--- src/hw/rtl/lr_pkg.sv ---
`timescale 1ns / 1ps
`default_nettype none
// ----------------------------------------------------------------------------
// Line rasterizer package
// Shared request kinds and the stepper status group.
// ----------------------------------------------------------------------------
package lr_pkg;

  // Request kind as carried on the input and through the command queue.
  typedef enum logic {
    KIND_START   = 1'b0,
    KIND_ADVANCE = 1'b1
  } lr_kind_e;

  // Status of the back part, seen by the top level and its queues.
  typedef struct packed {
    logic cmd_pop;   // a command is taken from the command queue
    logic res_push;  // a pixel is written into the result queue
    logic active;    // a line is in progress
  } lr_back_stat_t;

endpackage
`default_nettype wire

--- src/hw/rtl/lr_fifo.sv ---
`timescale 1ns / 1ps
`default_nettype none
// ----------------------------------------------------------------------------
// Line rasterizer queue
// Small synchronous first-in first-out queue with full and empty flags.
// ----------------------------------------------------------------------------
module lr_fifo #(
  parameter int unsigned WIDTH = 8,
  parameter int unsigned DEPTH = 2
) (
  input  wire logic             clk_i,
  input  wire logic             rst_ni,
  input  wire logic             push_i,
  output      logic             full_o,
  input  wire logic [WIDTH-1:0] data_i,
  input  wire logic             pop_i,
  output      logic             empty_o,
  output      logic [WIDTH-1:0] data_o
);

  localparam int unsigned PtrW = (DEPTH > 1) ? $clog2(DEPTH) : 1;
  localparam int unsigned CntW = $clog2(DEPTH + 1);

  logic [WIDTH-1:0] mem_q [DEPTH];
  logic [PtrW-1:0]  wr_ptr_q, wr_ptr_d;
  logic [PtrW-1:0]  rd_ptr_q, rd_ptr_d;
  logic [CntW-1:0]  count_q, count_d;
  logic             do_push, do_pop;

  assign full_o  = (count_q == CntW'(DEPTH));
  assign empty_o = (count_q == '0);
  assign do_push = push_i && !full_o;
  assign do_pop  = pop_i && !empty_o;
  assign data_o  = mem_q[rd_ptr_q];

  always_comb begin
    wr_ptr_d = wr_ptr_q;
    rd_ptr_d = rd_ptr_q;
    count_d  = count_q;
    if (do_push) begin
      wr_ptr_d = (wr_ptr_q == PtrW'(DEPTH - 1)) ? '0 : wr_ptr_q + PtrW'(1);
    end
    if (do_pop) begin
      rd_ptr_d = (rd_ptr_q == PtrW'(DEPTH - 1)) ? '0 : rd_ptr_q + PtrW'(1);
    end
    if (do_push && !do_pop) begin
      count_d = count_q + CntW'(1);
    end else if (do_pop && !do_push) begin
      count_d = count_q - CntW'(1);
    end
  end

  always_ff @(posedge clk_i or negedge rst_ni) begin
    if (!rst_ni) begin
      wr_ptr_q <= '0;
      rd_ptr_q <= '0;
      count_q  <= '0;
    end else begin
      wr_ptr_q <= wr_ptr_d;
      rd_ptr_q <= rd_ptr_d;
      count_q  <= count_d;
    end
  end

  always_ff @(posedge clk_i) begin
    if (do_push) begin
      mem_q[wr_ptr_q] <= data_i;
    end
  end

endmodule
`default_nettype wire

--- src/hw/rtl/lr_front.sv ---
`timescale 1ns / 1ps
`default_nettype none
// ----------------------------------------------------------------------------
// Line rasterizer front part
// Classifies requests and prepares deltas, directions and initial error.
// ----------------------------------------------------------------------------
module lr_front import lr_pkg::*; #(
  parameter int unsigned COORD_BITS = 10
) (
  input  wire logic                  kind_i,
  input  wire logic [COORD_BITS-1:0] x_start_i,
  input  wire logic [COORD_BITS-1:0] y_start_i,
  input  wire logic [COORD_BITS-1:0] x_end_i,
  input  wire logic [COORD_BITS-1:0] y_end_i,
  output      lr_kind_e              op_o,
  output      logic [COORD_BITS-1:0] dx_o,
  output      logic [COORD_BITS-1:0] dy_o,
  output      logic                  sx_neg_o,
  output      logic                  sy_neg_o,
  output      logic signed [COORD_BITS+1:0] err_o
);

  logic [COORD_BITS-1:0] dx, dy;

  always_comb begin
    op_o     = lr_kind_e'(kind_i);
    sx_neg_o = !(x_start_i < x_end_i);
    sy_neg_o = !(y_start_i < y_end_i);
    dx = (x_end_i >= x_start_i) ? (x_end_i - x_start_i) : (x_start_i - x_end_i);
    dy = (y_end_i >= y_start_i) ? (y_end_i - y_start_i) : (y_start_i - y_end_i);
    dx_o = dx;
    dy_o = dy;
    // Half the major delta, negative when the line is y-major or diagonal.
    if (dx > dy) begin
      err_o = $signed({2'b00, dx >> 1});
    end else begin
      err_o = -$signed({2'b00, dy >> 1});
    end
  end

endmodule
`default_nettype wire

--- src/hw/rtl/lr_back.sv ---
`timescale 1ns / 1ps
`default_nettype none
// ----------------------------------------------------------------------------
// Line rasterizer back part
// Holds the line state and makes one Bresenham step per advance command.
// ----------------------------------------------------------------------------
module lr_back import lr_pkg::*; #(
  parameter int unsigned COORD_BITS = 10
) (
  input  wire logic                  clk_i,
  input  wire logic                  rst_ni,
  input  wire logic                  cmd_empty_i,
  input  wire lr_kind_e              op_i,
  input  wire logic [COORD_BITS-1:0] x0_i,
  input  wire logic [COORD_BITS-1:0] y0_i,
  input  wire logic [COORD_BITS-1:0] x1_i,
  input  wire logic [COORD_BITS-1:0] y1_i,
  input  wire logic [COORD_BITS-1:0] dx_i,
  input  wire logic [COORD_BITS-1:0] dy_i,
  input  wire logic                  sx_neg_i,
  input  wire logic                  sy_neg_i,
  input  wire logic signed [COORD_BITS+1:0] err_i,
  input  wire logic                  res_full_i,
  output      lr_back_stat_t         stat_o,
  output      logic [COORD_BITS-1:0] pixel_x_o,
  output      logic [COORD_BITS-1:0] pixel_y_o,
  output      logic                  last_o
);

  localparam int unsigned EW = COORD_BITS + 2;

  logic [COORD_BITS-1:0] cur_x_q, cur_x_d, cur_y_q, cur_y_d;
  logic [COORD_BITS-1:0] goal_x_q, goal_x_d, goal_y_q, goal_y_d;
  logic [COORD_BITS-1:0] dx_q, dx_d, dy_q, dy_d;
  logic                  sx_neg_q, sx_neg_d, sy_neg_q, sy_neg_d;
  logic signed [EW-1:0]  err_q, err_d;
  logic                  active_q, active_d;

  logic                  fire, step_x, step_y, done;
  logic signed [EW-1:0]  dxs, dys, err_step;
  logic [COORD_BITS-1:0] nx, ny;

  always_comb begin
    fire = !cmd_empty_i && !res_full_i;
    dxs  = $signed({2'b00, dx_q});
    dys  = $signed({2'b00, dy_q});
    step_x = (err_q > -dxs);
    step_y = (err_q < dys);
    err_step = err_q - (step_x ? dys : EW'(0)) + (step_y ? dxs : EW'(0));
    nx = step_x ? (sx_neg_q ? cur_x_q - COORD_BITS'(1) : cur_x_q + COORD_BITS'(1))
                : cur_x_q;
    ny = step_y ? (sy_neg_q ? cur_y_q - COORD_BITS'(1) : cur_y_q + COORD_BITS'(1))
                : cur_y_q;

    cur_x_d  = cur_x_q;
    cur_y_d  = cur_y_q;
    goal_x_d = goal_x_q;
    goal_y_d = goal_y_q;
    dx_d     = dx_q;
    dy_d     = dy_q;
    sx_neg_d = sx_neg_q;
    sy_neg_d = sy_neg_q;
    err_d    = err_q;
    active_d = active_q;

    if (op_i == KIND_START) begin
      pixel_x_o = x0_i;
      pixel_y_o = y0_i;
      done      = (x0_i == x1_i) && (y0_i == y1_i);
    end else begin
      pixel_x_o = nx;
      pixel_y_o = ny;
      done      = (nx == goal_x_q) && (ny == goal_y_q);
    end
    last_o = done;

    stat_o.cmd_pop  = fire;
    stat_o.res_push = fire && ((op_i == KIND_START) || active_q);
    stat_o.active   = active_q;

    if (fire) begin
      if (op_i == KIND_START) begin
        cur_x_d  = x0_i;
        cur_y_d  = y0_i;
        goal_x_d = x1_i;
        goal_y_d = y1_i;
        dx_d     = dx_i;
        dy_d     = dy_i;
        sx_neg_d = sx_neg_i;
        sy_neg_d = sy_neg_i;
        err_d    = err_i;
        active_d = !done;
      end else if (active_q) begin
        cur_x_d  = nx;
        cur_y_d  = ny;
        err_d    = err_step;
        active_d = !done;
      end
    end
  end

  always_ff @(posedge clk_i or negedge rst_ni) begin
    if (!rst_ni) begin
      active_q <= 1'b0;
    end else begin
      active_q <= active_d;
    end
  end

  always_ff @(posedge clk_i) begin
    cur_x_q  <= cur_x_d;
    cur_y_q  <= cur_y_d;
    goal_x_q <= goal_x_d;
    goal_y_q <= goal_y_d;
    dx_q     <= dx_d;
    dy_q     <= dy_d;
    sx_neg_q <= sx_neg_d;
    sy_neg_q <= sy_neg_d;
    err_q    <= err_d;
  end

endmodule
`default_nettype wire

--- src/hw/rtl/line_rasterizer_top.sv ---
`timescale 1ns / 1ps
`default_nettype none
// ----------------------------------------------------------------------------
// Line rasterizer top level
// Bresenham line stepper with queue-style request and pixel channels.
// ----------------------------------------------------------------------------
//
//  Channel   | Handshake     | Payload                                  | Dir
//  ----------+---------------+------------------------------------------+----
//  request   | push / full   | kind_i, x_start_i, y_start_i, x_end_i,   | in
//            |               | y_end_i                                  |
//  pixel     | empty / pop   | pixel_x_o, pixel_y_o, last_o             | out
//
//  One request is taken per cycle while full is low. A request waits in the
//  command queue until the stepper writes its pixel into the result queue,
//  from which the pixel shows on the result ports. The rate is set by the
//  stepper's error update, which completes one step per cycle unless stalled.
//  Reset empties both queues and leaves no line in progress.
//  The stepper holds off whenever the result queue is full, even for an
//  advance that makes no pixel; full rises once the command queue holds two
//  requests, and no request or pixel is lost.
//
// The front part classifies each request and, for a start request, works out
// the absolute deltas, the step directions and the initial error term. These
// travel through a short command queue to the back part, which holds the line
// state and performs one Bresenham step per advance request. An advance
// request while no line is in progress is consumed silently.
module line_rasterizer_top import lr_pkg::*; #(
  parameter int unsigned COORD_BITS = 10,
  parameter int unsigned CMD_DEPTH  = 2,
  parameter int unsigned RES_DEPTH  = 2
) (
  input  wire logic                  clk_i,
  input  wire logic                  rst_ni,
  input  wire logic                  push,
  output      logic                  full,
  input  wire logic                  kind_i,
  input  wire logic [COORD_BITS-1:0] x_start_i,
  input  wire logic [COORD_BITS-1:0] y_start_i,
  input  wire logic [COORD_BITS-1:0] x_end_i,
  input  wire logic [COORD_BITS-1:0] y_end_i,
  output      logic                  empty,
  input  wire logic                  pop,
  output      logic [COORD_BITS-1:0] pixel_x_o,
  output      logic [COORD_BITS-1:0] pixel_y_o,
  output      logic                  last_o
);

  // Command word: op, four endpoints, two deltas, two directions, error term.
  localparam int unsigned CmdW = 1 + 6 * COORD_BITS + 2 + (COORD_BITS + 2);
  localparam int unsigned ResW = 2 * COORD_BITS + 1;

  // Front part outputs.
  lr_kind_e                  f_op;
  logic [COORD_BITS-1:0]     f_dx, f_dy;
  logic                      f_sx_neg, f_sy_neg;
  logic signed [COORD_BITS+1:0] f_err;

  // Command queue read side, unpacked for the back part.
  logic [CmdW-1:0]           cmd_wr, cmd_rd;
  logic                      cmd_empty;
  logic                      c_op;
  logic [COORD_BITS-1:0]     c_x0, c_y0, c_x1, c_y1, c_dx, c_dy;
  logic                      c_sx_neg, c_sy_neg;
  logic [COORD_BITS+1:0]     c_err;

  // Back part outputs and the result queue.
  lr_back_stat_t             b_stat;
  logic [COORD_BITS-1:0]     b_px, b_py;
  logic                      b_last;
  logic [ResW-1:0]           res_wr, res_rd;
  logic                      res_full;

  lr_front #(
    .COORD_BITS(COORD_BITS)
  ) u_front (
    .kind_i    (kind_i),
    .x_start_i (x_start_i),
    .y_start_i (y_start_i),
    .x_end_i   (x_end_i),
    .y_end_i   (y_end_i),
    .op_o      (f_op),
    .dx_o      (f_dx),
    .dy_o      (f_dy),
    .sx_neg_o  (f_sx_neg),
    .sy_neg_o  (f_sy_neg),
    .err_o     (f_err)
  );

  assign cmd_wr = {f_op, x_start_i, y_start_i, x_end_i, y_end_i, f_dx, f_dy,
                   f_sx_neg, f_sy_neg, f_err};

  lr_fifo #(
    .WIDTH(CmdW),
    .DEPTH(CMD_DEPTH)
  ) u_cmd_fifo (
    .clk_i   (clk_i),
    .rst_ni  (rst_ni),
    .push_i  (push),
    .full_o  (full),
    .data_i  (cmd_wr),
    .pop_i   (b_stat.cmd_pop),
    .empty_o (cmd_empty),
    .data_o  (cmd_rd)
  );

  assign {c_op, c_x0, c_y0, c_x1, c_y1, c_dx, c_dy, c_sx_neg, c_sy_neg, c_err} = cmd_rd;

  lr_back #(
    .COORD_BITS(COORD_BITS)
  ) u_back (
    .clk_i       (clk_i),
    .rst_ni      (rst_ni),
    .cmd_empty_i (cmd_empty),
    .op_i        (lr_kind_e'(c_op)),
    .x0_i        (c_x0),
    .y0_i        (c_y0),
    .x1_i        (c_x1),
    .y1_i        (c_y1),
    .dx_i        (c_dx),
    .dy_i        (c_dy),
    .sx_neg_i    (c_sx_neg),
    .sy_neg_i    (c_sy_neg),
    .err_i       ($signed(c_err)),
    .res_full_i  (res_full),
    .stat_o      (b_stat),
    .pixel_x_o   (b_px),
    .pixel_y_o   (b_py),
    .last_o      (b_last)
  );

  assign res_wr = {b_px, b_py, b_last};

  lr_fifo #(
    .WIDTH(ResW),
    .DEPTH(RES_DEPTH)
  ) u_res_fifo (
    .clk_i   (clk_i),
    .rst_ni  (rst_ni),
    .push_i  (b_stat.res_push),
    .full_o  (res_full),
    .data_i  (res_wr),
    .pop_i   (pop),
    .empty_o (empty),
    .data_o  (res_rd)
  );

  assign {pixel_x_o, pixel_y_o, last_o} = res_rd;

  // A start command always produces its first pixel.
  a_start_emits: assert property (@(posedge clk_i) disable iff (!rst_ni)
    (b_stat.cmd_pop && (lr_kind_e'(c_op) == KIND_START)) |-> b_stat.res_push)
    else $error("start command consumed without a pixel");

  // The stepper never writes a pixel into a full result queue.
  a_no_res_overflow: assert property (@(posedge clk_i) disable iff (!rst_ni)
    b_stat.res_push |-> !res_full)
    else $error("pixel written into a full result queue");

  // The endpoint pixel closes the line.
  a_last_ends_line: assert property (@(posedge clk_i) disable iff (!rst_ni)
    (b_stat.res_push && b_last) |=> !b_stat.active)
    else $error("line still active after its endpoint");

  // An advance with no line in progress must not produce a pixel.
  a_idle_advance_silent: assert property (@(posedge clk_i) disable iff (!rst_ni)
    (b_stat.cmd_pop && (lr_kind_e'(c_op) == KIND_ADVANCE) && !b_stat.active)
      |-> !b_stat.res_push)
    else $error("pixel produced by an advance while idle");

endmodule
`default_nettype wire

--- config.mk ---
export PLATFORM = sky130hd
export DESIGN_NAME = line_rasterizer_top
export DESIGN_NICKNAME = d
export VERILOG_FILES = /design/src/hw/rtl/lr_pkg.sv /design/src/hw/rtl/lr_fifo.sv /design/src/hw/rtl/lr_front.sv /design/src/hw/rtl/lr_back.sv /design/src/hw/rtl/line_rasterizer_top.sv
export SDC_FILE = /design/constraint.sdc
export NUM_CORES = 1
export LEC_CHECK = 0
export ABC_AREA = 1
export BUFFER_PORTS_ARGS = -buffer_cell sky130_fd_sc_hd__clkbuf_2
export CAP_MARGIN = 20
export CORE_MARGIN = 2
export CORE_UTILIZATION = 23
export DETAILED_ROUTE_END_ITERATION = 10
export PLACE_DENSITY = 0.47
export SYNTH_ARGS = -nofsm -noshare
export SYNTH_HDL_FRONTEND = slang
export SYNTH_SLANG_ARGS = --single-unit
export TNS_END_PERCENT = 50
--- constraint.sdc ---
create_clock -name clk_i -period 4.85 [get_ports clk_i]
set_clock_uncertainty 0.1 [all_clocks]
set_input_delay 0.7275 -clock clk_i [delete_from_list [all_inputs] [get_ports clk_i]]
set_output_delay 0.7275 -clock clk_i [all_outputs]
set_load 0.02 [all_outputs]
# ---- Word level (Yosys, flattened, before mapping)
# Memory sizes are Yosys's and may differ from the RTL's.
# Cells that the tools add are included.
dict set report totals {
  ff_bits 83
  latch_bits 0
  ram_bits 192
  mem_bits_ro 0
  in_bits 45
  output_inout_bits 23
  mem_count 2
}
# memory depth word_bits read_ports rd_clocked_by_memory_dff wr line_no
set mem_list {}
lappend mem_list {u_cmd_fifo.mem_q 2 75 1 0 1 lr_fifo.sv:24} ;# logic [WIDTH-1:0] mem_q [DEPTH];
lappend mem_list {u_res_fifo.mem_q 2 21 1 0 1 lr_fifo.sv:24}
dict set report op_classes {
  n_addsub 20
  mul 0
  div 0
  n_lt_le_gt_ge 7
  eq_ne 7
  shifts 0
  mux 32
  bitwise 1
  n_reduce_logical 30
}
# operator n
set ops {}
lappend ops {{10-bit 2-to-1 mux} 14}
lappend ops {{10-bit equality test} 4}
lappend ops {{10-bit subtractor} 4}
lappend ops {{12-bit 2-to-1 mux} 3}
lappend ops {{10-bit by 1-bit adder with 10-bit output (second input constant)} 2}
lappend ops {{10-bit >= comparator} 2}
lappend ops {{10-bit less-than comparator} 2}
lappend ops {{10-bit by 1-bit subtractor with 10-bit output (second input constant)} 2}
lappend ops {{12-bit adder} 1}
lappend ops {{12-bit > comparator} 1}
lappend ops {{1-bit logical AND} 12}
lappend ops {{12-bit by 11-bit less-than comparator with 1-bit output} 1}
lappend ops {{10-bit negation with 12-bit output} 1}
lappend ops {{9-bit negation with 12-bit output} 1}
lappend ops {{12-bit subtractor} 1}
lappend ops {{1-bit zero test} 11}
lappend ops {{1-bit 2-to-1 mux} 11}
lappend ops {{10-bit > comparator} 1}
lappend ops {{2-bit 2-to-1 mux} 4}
lappend ops {{1-bit adder (second input constant)} 4}
lappend ops {{2-bit by 1-bit adder with 2-bit output (second input constant)} 2}
lappend ops {{2-bit equality test (second input constant)} 2}
lappend ops {{2-bit zero test} 2}
lappend ops {{2-bit AND reduction} 2}
lappend ops {{other kinds (5)} 7}

# ---- Longest topological paths before layout
# Gate-level depths: netlist of the first run.
dict set report logic_depth {
  ltp_word 9
  ltp_mapped 32
}

# ---- By module
# From an unflattened synthesis of the first run, not the netlist that was laid out.
dict set report unflattened {
  hier_cells 1849
  hier_area_um2 16447.0
}
# mod instances cells_per_inst area_each_um2 seq_area_each_um2
set modules_own_cells {}
lappend modules_own_cells {lr_back 1 787 6139.6 2247.2}
lappend modules_own_cells {{lr_fifo at u_cmd_fifo} 1 424 5705.5 4604.4}
lappend modules_own_cells {lr_front 1 497 2850.2 0.0}
lappend modules_own_cells {{lr_fifo at u_res_fifo} 1 141 1751.7 1361.3}

# ---- Worst setup path before layout of the first run
# Ideal clock, no wire load.
dict set report synth_timing {
  kind {reg-to-reg}
  from {register u_back.dx_q[0]}
  to {register u_back.err_q[11], data pin}
  setup_time_ns 0.268
  arrival_time_ns 4.784
  required_time_ns 4.482
  slack_ns -0.302
  stages_incl_launch_ff 29
  cell_sequence {edfxtp_1 > inv_1 > ha_1 > nand4_1 > nor3_1 > nor3b_1 > ha_1 > nand2_1 > inv_1 > a21oi_1 > nand4_1 > nand3_1 > buf_2 > buf_1 > nor2_1 > fa_1 > inv_1 > ha_1 > a21o_1 > a31oi_1 > inv_1 > a21oi_1 > o21ai_0 > a21oi_1 > o21bai_1 > nand2_1 > inv_1 > o21ai_0 > o21ai_0}
}
dict set report synth_via {
  elab_chain_cells 7
}
# element line_no
set synth_rtl {}
lappend synth_rtl {{from (decl)} lr_back.sv:34} ;# logic [COORD_BITS-1:0] dx_q, dx_d, dy_q, dy_d;
lappend synth_rtl {{from (signal assigned)} lr_back.sv:115} ;# dx_q <= dx_d;
lappend synth_rtl {{10-bit negation with 12-bit output} lr_back.sv:47} ;# step_x = (err_q > -dxs);
lappend synth_rtl {{12-bit > comparator} lr_back.sv:47}
lappend synth_rtl {{10-bit 2-to-1 mux} lr_back.sv:49} ;# err_step = err_q - (step_x ? dys : EW'(0)) + (step_y ? dxs : EW'(0));
lappend synth_rtl {{12-bit subtractor} lr_back.sv:49}
lappend synth_rtl {{12-bit adder (*)} lr_back.sv:49}
lappend synth_rtl {{12-bit 2-to-1 mux (*)} lr_back.sv:93} ;# end else if (active_q) begin
lappend synth_rtl {{12-bit 2-to-1 mux (*)} lr_back.sv:82} ;# if (op_i == KIND_START) begin
lappend synth_rtl {{to (signal assigned)} lr_back.sv:119} ;# err_q <= err_d;
lappend synth_rtl {{to (decl)} lr_back.sv:36} ;# logic signed [EW-1:0] err_q, err_d;
# Mark *: on every way between the ends. The rest lies on a longest branch, timed or not. The select of a mux whose other input is x is not followed.
# A chain may end at the register's enable or synchronous reset.

# ---- Worst setup path after layout of the first run
dict set report layout_timing {
  from {register u_back.dx_q[0]}
  to {register u_back.err_q[10], data pin}
}
# Same word-level chain as after synthesis.

==> flow_summary.yaml, run 1 <==
worst_setup_path:
  crit_family: "simple AND/OR/NAND/NOR gates"
  cpPeakStageDelay_ns: 0.55
  critPathBufInv: 7
  arrival_ns: 4.91
  cp.required_ns: 5.07
  crit_top_cell: "nand2_1"
  rrSetupSlack_ns: 0.16
  timing.rr.end: "u_back.err_q[10]"
  end_kind: "flop"
  r2r_cells: 31
  worst-path-max-fanout: 6
  worstSetupPathType: "reg -> reg"
  critical-path-slowest-cell: "fa_1"
  endpoint: "u_back.err_q[10]"
  reg2reg_from: "u_back.dx_q[0]"
  crit_cells: 31
  critPathLaunchType: "flop"
  cp-startpoint: "u_back.dx_q[0]"
global_route:
  grt_pass1_wl_um: 66600
  overflow: 0
  grt_pass1_vias: 11400
  antenna_found_initial: 0
  gr-usage-all-layers: 0.121
  grt_max_degree: 76
synthesis:
  syn-instance-count: 1690
  synth_top_flop_cell: "edfxtp_1"
  synth_edf_count: 266
  ys_types: 56
  synth_fp_nets: 1855
  synth-seq-cells: 275
  syn_area_per_cell_sq_um: 9.41
  synthesis.area_sq_um: 15900
  async_flop_share: 0.0327
  yosysSeqAreaShare: 0.516
  yosysWarnings: 0
placed_design:
  place_congestion: 0.859
  io_buffers: 67
  dp_hpwl_um: 33300
  dp.cells: 2710
detailed_routing:
  wl_per_cell_um: 15.6
  dr.pass1.iters: 4
  route.detailed.drc: 0
  drtIter0Drc: 719
  wl_um: 43400
  vias_per_cell: 4.20
  vias: 11700
  ant_nets: 0
sta:
  finalCriticalPeriod_ns: 4.69
  drv_slew: 0
  timing.final.crit_share: 0.966
  hold_viol_final: 0
  max_slew_margin: 0.400
  tightest_slew_ns: 0.898
  setup_viol: 0
  rsz0062_at_grt: "yes"
  max_freq_ghz: 0.213
  final.setup.tns_ns: 0
die:
  fp.dieH_um: 267
  core_sq_um: 68600
  start_util: 0.232
  dieArea_sq_um: 71300
  floorplan.rows: 96
  die_w_um: 267
  io_pins: 68
clock_network:
  cts_max_level: 1
  cts_tree: "done"
  clk_latency_ns: 0.57
  cts_buffers: 30
  root_buffer: "clkbuf_16"
  clk_pin_slew_ns: 0.06
  clockBufferDepth: 3
  cts.sinks: 275
run:
  cap_violations: 0
hold_path:
  min_path_type: "in -> reg"
run_status:
  outcome: "completed"
cells_and_area:
  num-nets-final: 1990
  diodes: 0
  drive_gt1_frac: 0.150
  stdcell_count: 2779
  syn2layout_area_growth_pct: 20.0
registers in the layout, indices dropped and copies added (netlist names), 2 cells and up:
register,count
u_back.cur_x_q,10
u_back.cur_y_q,10
u_back.dx_q,10
u_back.dy_q,10
u_back.err_q,12
u_back.goal_x_q,10
u_back.goal_y_q,10
u_cmd_fifo.count_q,2
u_cmd_fifo.mem_q,150
u_res_fifo.count_q,2
u_res_fifo.mem_q,42
metal layers:
metal  GRT usage  part of all wire  wire length (um)  vias to the layer above
met4      0.0354             0.026              1140                        0
met1       0.173              0.50             21600                     5584
met3      0.0145             0.028              1220                       56
met2       0.192              0.45             19500                      165
met5           0                 0                 0                        -
li1            -                 -                 -                     5875
area by class of cell:
class / count / area, sq um
Clock inverter: 22 / 214
Multi-Input combinational cell: 1129 / 6820
Fill cell: 7273 / 49500
Sequential cell: 275 / 8210
Tap cell: 931 / 1160
Timing Repair Buffer: 139 / 940
Inverter: 250 / 946
Clock buffer: 33 / 783
how the worst min path moves through the flow:
stage | startpoint | cells past startpoint | slack [ns] | end
after floorplan | rst_ni | 0 | 0.33 | u_back.active_q
after global placement | u_cmd_fifo.mem_q[0][19] | 2 | 0.40 | u_back.dy_q[5]
after detailed placement | u_cmd_fifo.mem_q[0][19] | 2 | 0.40 | u_back.dy_q[5]
after CTS | kind_i | 1 | 0.21 | u_cmd_fifo.mem_q[0][74]
after global routing | kind_i | 1 | 0.23 | u_cmd_fifo.mem_q[1][74]
final | kind_i | 1 | 0.24 | u_cmd_fifo.mem_q[0][74]
placed cells by master, fill, tap and decap left out, drive strengths merged, types with 4 or more instances in the layout:
| master | count |
|---|---|
| o22ai | 4 |
| a31oi | 11 |
| nand3 | 77 |
| clkinv | 15 |
| xor2 | 45 |
| clkbuf | 100 |
| buf | 71 |
| nand2 | 499 |
| inv | 250 |
| a211oi | 4 |
| ha | 104 |
| bufinv | 4 |
| o211ai | 4 |
| o21bai | 6 |
| o21ai | 88 |
| a21oi | 59 |
| dfrtp | 9 |
| fa | 16 |
| xnor2 | 18 |
| nor4 | 4 |
| mux2i | 15 |
| nor3 | 12 |
| nor2 | 99 |
| edfxtp | 266 |
| nand3b | 11 |
| nand4 | 22 |
| or2 | 15 |
logic make-up (layout without fill, tap and decap cells):
group	count (synthesis)	in the layout	share of synthesized area
simple gates	742	742	0.197
buf+inv	286	444	0.0708
flops	275	275	0.516
compound gates	189	189	0.0700
fa+ha+maj	120	120	0.102
xor+xnor	63	63	0.0347
mux	15	15	0.00944
Yosys cell counts (3+ instances only):
cell type / count / area (sq um)
o21bai_1: 6 / 45.0
edfxtp_1: 266 / 7990
o21ai_0: 73 / 365
nand4_1: 22 / 138
nor2_1: 96 / 360
o21ai_2: 6 / 52.6
nor3_1: 10 / 50.1
dfrtp_1: 9 / 225
nand2_1: 488 / 1830
nand2_2: 8 / 50.1
nand3b_1: 11 / 82.6
buf_2: 6 / 30.0
xor2_1: 45 / 394
fa_1: 16 / 320
a21oi_1: 56 / 280
or2_2: 15 / 93.8
nand2_4: 3 / 33.8
inv_1: 246 / 923
mux2i_1: 15 / 150
nor4_1: 4 / 25.0
a21o_1: 3 / 22.5
clkbuf_1: 18 / 67.6
nand3_1: 76 / 380
a31oi_1: 11 / 68.8
o22ai_1: 4 / 25.0
o21ai_1: 7 / 35.0
buf_1: 6 / 22.5
ha_1: 104 / 1300
o211ai_1: 4 / 30.0
a211oi_1: 4 / 30.0
xnor2_1: 18 / 158
metrics by stage:
step / setup WS, ns / area [sq um] / hold WS [ns] / utilization
6_report: 0.163 / 19100 / 0.243 / 0.278
2_1_floorplan: 0.00830 / 15900 / 0.332 / -
3_3_place_gp: -0.0278 / 17800 / 0.397 / 0.259
3_5_place_dp: -0.148 / 17800 / 0.400 / 0.259
4_1_cts: 0.0430 / 18800 / 0.209 / 0.274
5_1_grt: -0.152 / 19100 / 0.229 / 0.278
timing repair:
| item | in CTS | in global routing |
|---|---|---|
| pin swaps | 0 | 34 |
| hold buffers | 1 | 0 |
| buffers inserted | 0 | 13 |
| resized for setup | 5 | 50 |
| setup endpoints to repair | 3 | 7 |
| endpoints found under the hold margin | 9 | 0 |
Power of run 1 is not shown: default switching activity piles up to over one toggle a cycle in this logic, so the estimate is an artifact.
==> run 2: changes to the inputs <==
- PLACE_DENSITY: 0.47 -> 0.46
- clock period: 4.85 -> 4.4 ns (I/O delays scaled with it)
==> run 2 against run 1 <==
Net effect: the run now ends with negative setup slack left; clock-buffer cell count up 4; design area up 3.0%; utilization grew 0.82 points; via count rose by 0.93%; hold slack got worse by 0.068 ns; sequential cell count is the same; register-to-register slack worse by 0.42 ns; die area unchanged; global-route usage is 0.18 points higher; critical path type unchanged.
==> flow_summary.yaml, run 2 (same netlist as run 1, synthesis figures left out) <==
cells_and_area:
  multiInputGateArea_sq_um: 6840
  diodes: 0
  fillers: 7258
  largest_reg_flops: 150
  seqCellArea_sq_um: 8210
  largest-register: "u_cmd_fifo.mem_q"
  final_cell_mix: "nand2_1, edfxtp_1, inv_1"
  layout_commonest_cell: "nand2_1"
  reg_top3: "u_cmd_fifo.mem_q: 150 flops, u_res_fifo.mem_q: 42 flops, u_back.err_q: 12 flops"
  fin_util: 0.286
  drive_gt1_frac: 0.184
  num-nets-final: 2063
  syn2layout_area_growth_pct: 23.5
sta:
  max_freq_ghz: 0.215
  rsz0062_at_grt: "yes"
  timing.final.crit_share: 1.06
  setup_viol: 5
  finalCriticalPeriod_ns: 4.65
  max_slew_margin: 0.320
  drv_slew: 0
  setup_ws_ns: -0.254
  tightest_slew_ns: 1.01
  hold_viol_final: 0
global_route:
  overflow: 0
  gr-usage-all-layers: 0.123
  antenna_found_initial: 1
  grt_pass1_wl_um: 67600
  grt_max_degree: 76
  grt_pass1_vias: 11700
clock_network:
  clk_pin_slew_ns: 0.06
  cts_max_level: 1
  cts.sinks: 275
  cts_buffers: 31
  clockBufferDepth: 3
  root_buffer: "clkbuf_16"
  clk_latency_ns: 0.58
  cts_tree: "done"
run_status:
  violations: "negative setup slack"
  outcome: "finished with violations"
worst_setup_path:
  cp.required_ns: 4.63
  worst-path-max-fanout: 4
  arrival_ns: 4.88
  reg2reg_from: "u_back.dx_q[3]"
  timing.rr.end: "u_back.err_q[11]"
  critical-path-slowest-cell: "fa_1"
  end_kind: "flop"
  critPathLaunchType: "flop"
  rrSetupSlack_ns: -0.25
  worstSetupPathType: "reg -> reg"
  cpPeakStageDelay_ns: 0.50
  crit_top_cell: "nor2_1"
  r2r_cells: 28
die:
  fp.dieH_um: 267
  core_sq_um: 68600
  io_pins: 68
  floorplan.rows: 96
  die_w_um: 267
  start_util: 0.232
  dieArea_sq_um: 71300
hold_path:
  min_from: "kind_i"
  min_path_type: "in -> reg"
  hold_path_end: "u_cmd_fifo.mem_q[1][74]"
  min_delay_path_depth: 1
detailed_routing:
  dr.pass1.iters: 5
  wl_per_cell_um: 15.2
  vias: 11800
  ant_nets: 0
  route.detailed.drc: 0
  wl_um: 43400
  drtIter0Drc: 624
  vias_per_cell: 4.13
placed_design:
  dp_hpwl_um: 33400
  io_buffers: 67
  place_congestion: 0.867
run:
  cap_violations: 0
-- run 2: metrics by stage --
stage | instance area (sq um) | TNS (ns) | instances | worst slack, ns | hold WS, ns
5_1_grt | 19600 | -2.48 | 2852 | -0.530 | 0.162
4_1_cts | 19500 | -1.05 | 2848 | -0.300 | 0.142
2_1_floorplan | 16000 | -12.34 | 1690 | -0.186 | 0.264
3_3_place_gp | 18300 | -0.999 | 2782 | -0.346 | 0.395
6_report | 19600 | -0.805 | 2852 | -0.254 | 0.175
3_5_place_dp | 18400 | -1.84 | 2784 | -0.455 | 0.401
-- run 2: cell type report --
type / count / share of cell area
sequential: 275 / 0.418
timing repair buffer: 210 / 0.0745
clock inverter: 19 / 0.0111
tap: 931 / 0.0593
clock buffer: 37 / 0.0406
inverter: 250 / 0.0480
multi-input combinational: 1130 / 0.348
-- run 2: how the worst max path moves through the flow --
| stage | slack, ns | startpoint | cells past startpoint | endpoint |
|---|---|---|---|---|
| after global routing | -0.53 | u_back.dx_q[3] | 28 | u_back.err_q[11] |
| after floorplan | -0.19 | u_back.dx_q[0] | 30 | u_back.err_q[11] |
| final | -0.25 | u_back.dx_q[3] | 28 | u_back.err_q[11] |
| after CTS | -0.30 | u_back.dx_q[3] | 28 | u_back.err_q[10] |
| after detailed placement | -0.46 | u_back.dx_q[3] | 27 | u_back.err_q[11] |
| after global placement | -0.35 | u_back.dx_q[3] | 27 | u_back.err_q[11] |
-- run 2: repair_timing --
action                                  4_1_cts  5_1_grt
cloned                                        1        0
pin swaps                                    24       40
endpoints found under the setup margin        7        9
buffers inserted                              6        4
hold buffers                                  1        0
resized for setup                             9       30
endpoints found under the hold margin         9        0
-- run 2: worst max-delay path: cells and delay by family, from the launching register on --
family	cells	cell delay, ns
AND/OR/NAND/NOR	14	1.51
adder cells (fa/ha/maj)	3	1.08
AO/OA/AOI/OAI	6	0.70
buffers and inverters	4	0.45
flip-flops	1	0.41
XOR/XNOR	1	0.16
-- run 2: per-layer routing --
layer  share of wire  GRT usage  wire (um)
met2            0.45      0.195      19300
met5               0          0          0
met3           0.043     0.0181       1870
met1            0.48      0.173      21000
met4           0.027     0.0352       1160
Power of run 2 is left out for the same reason.
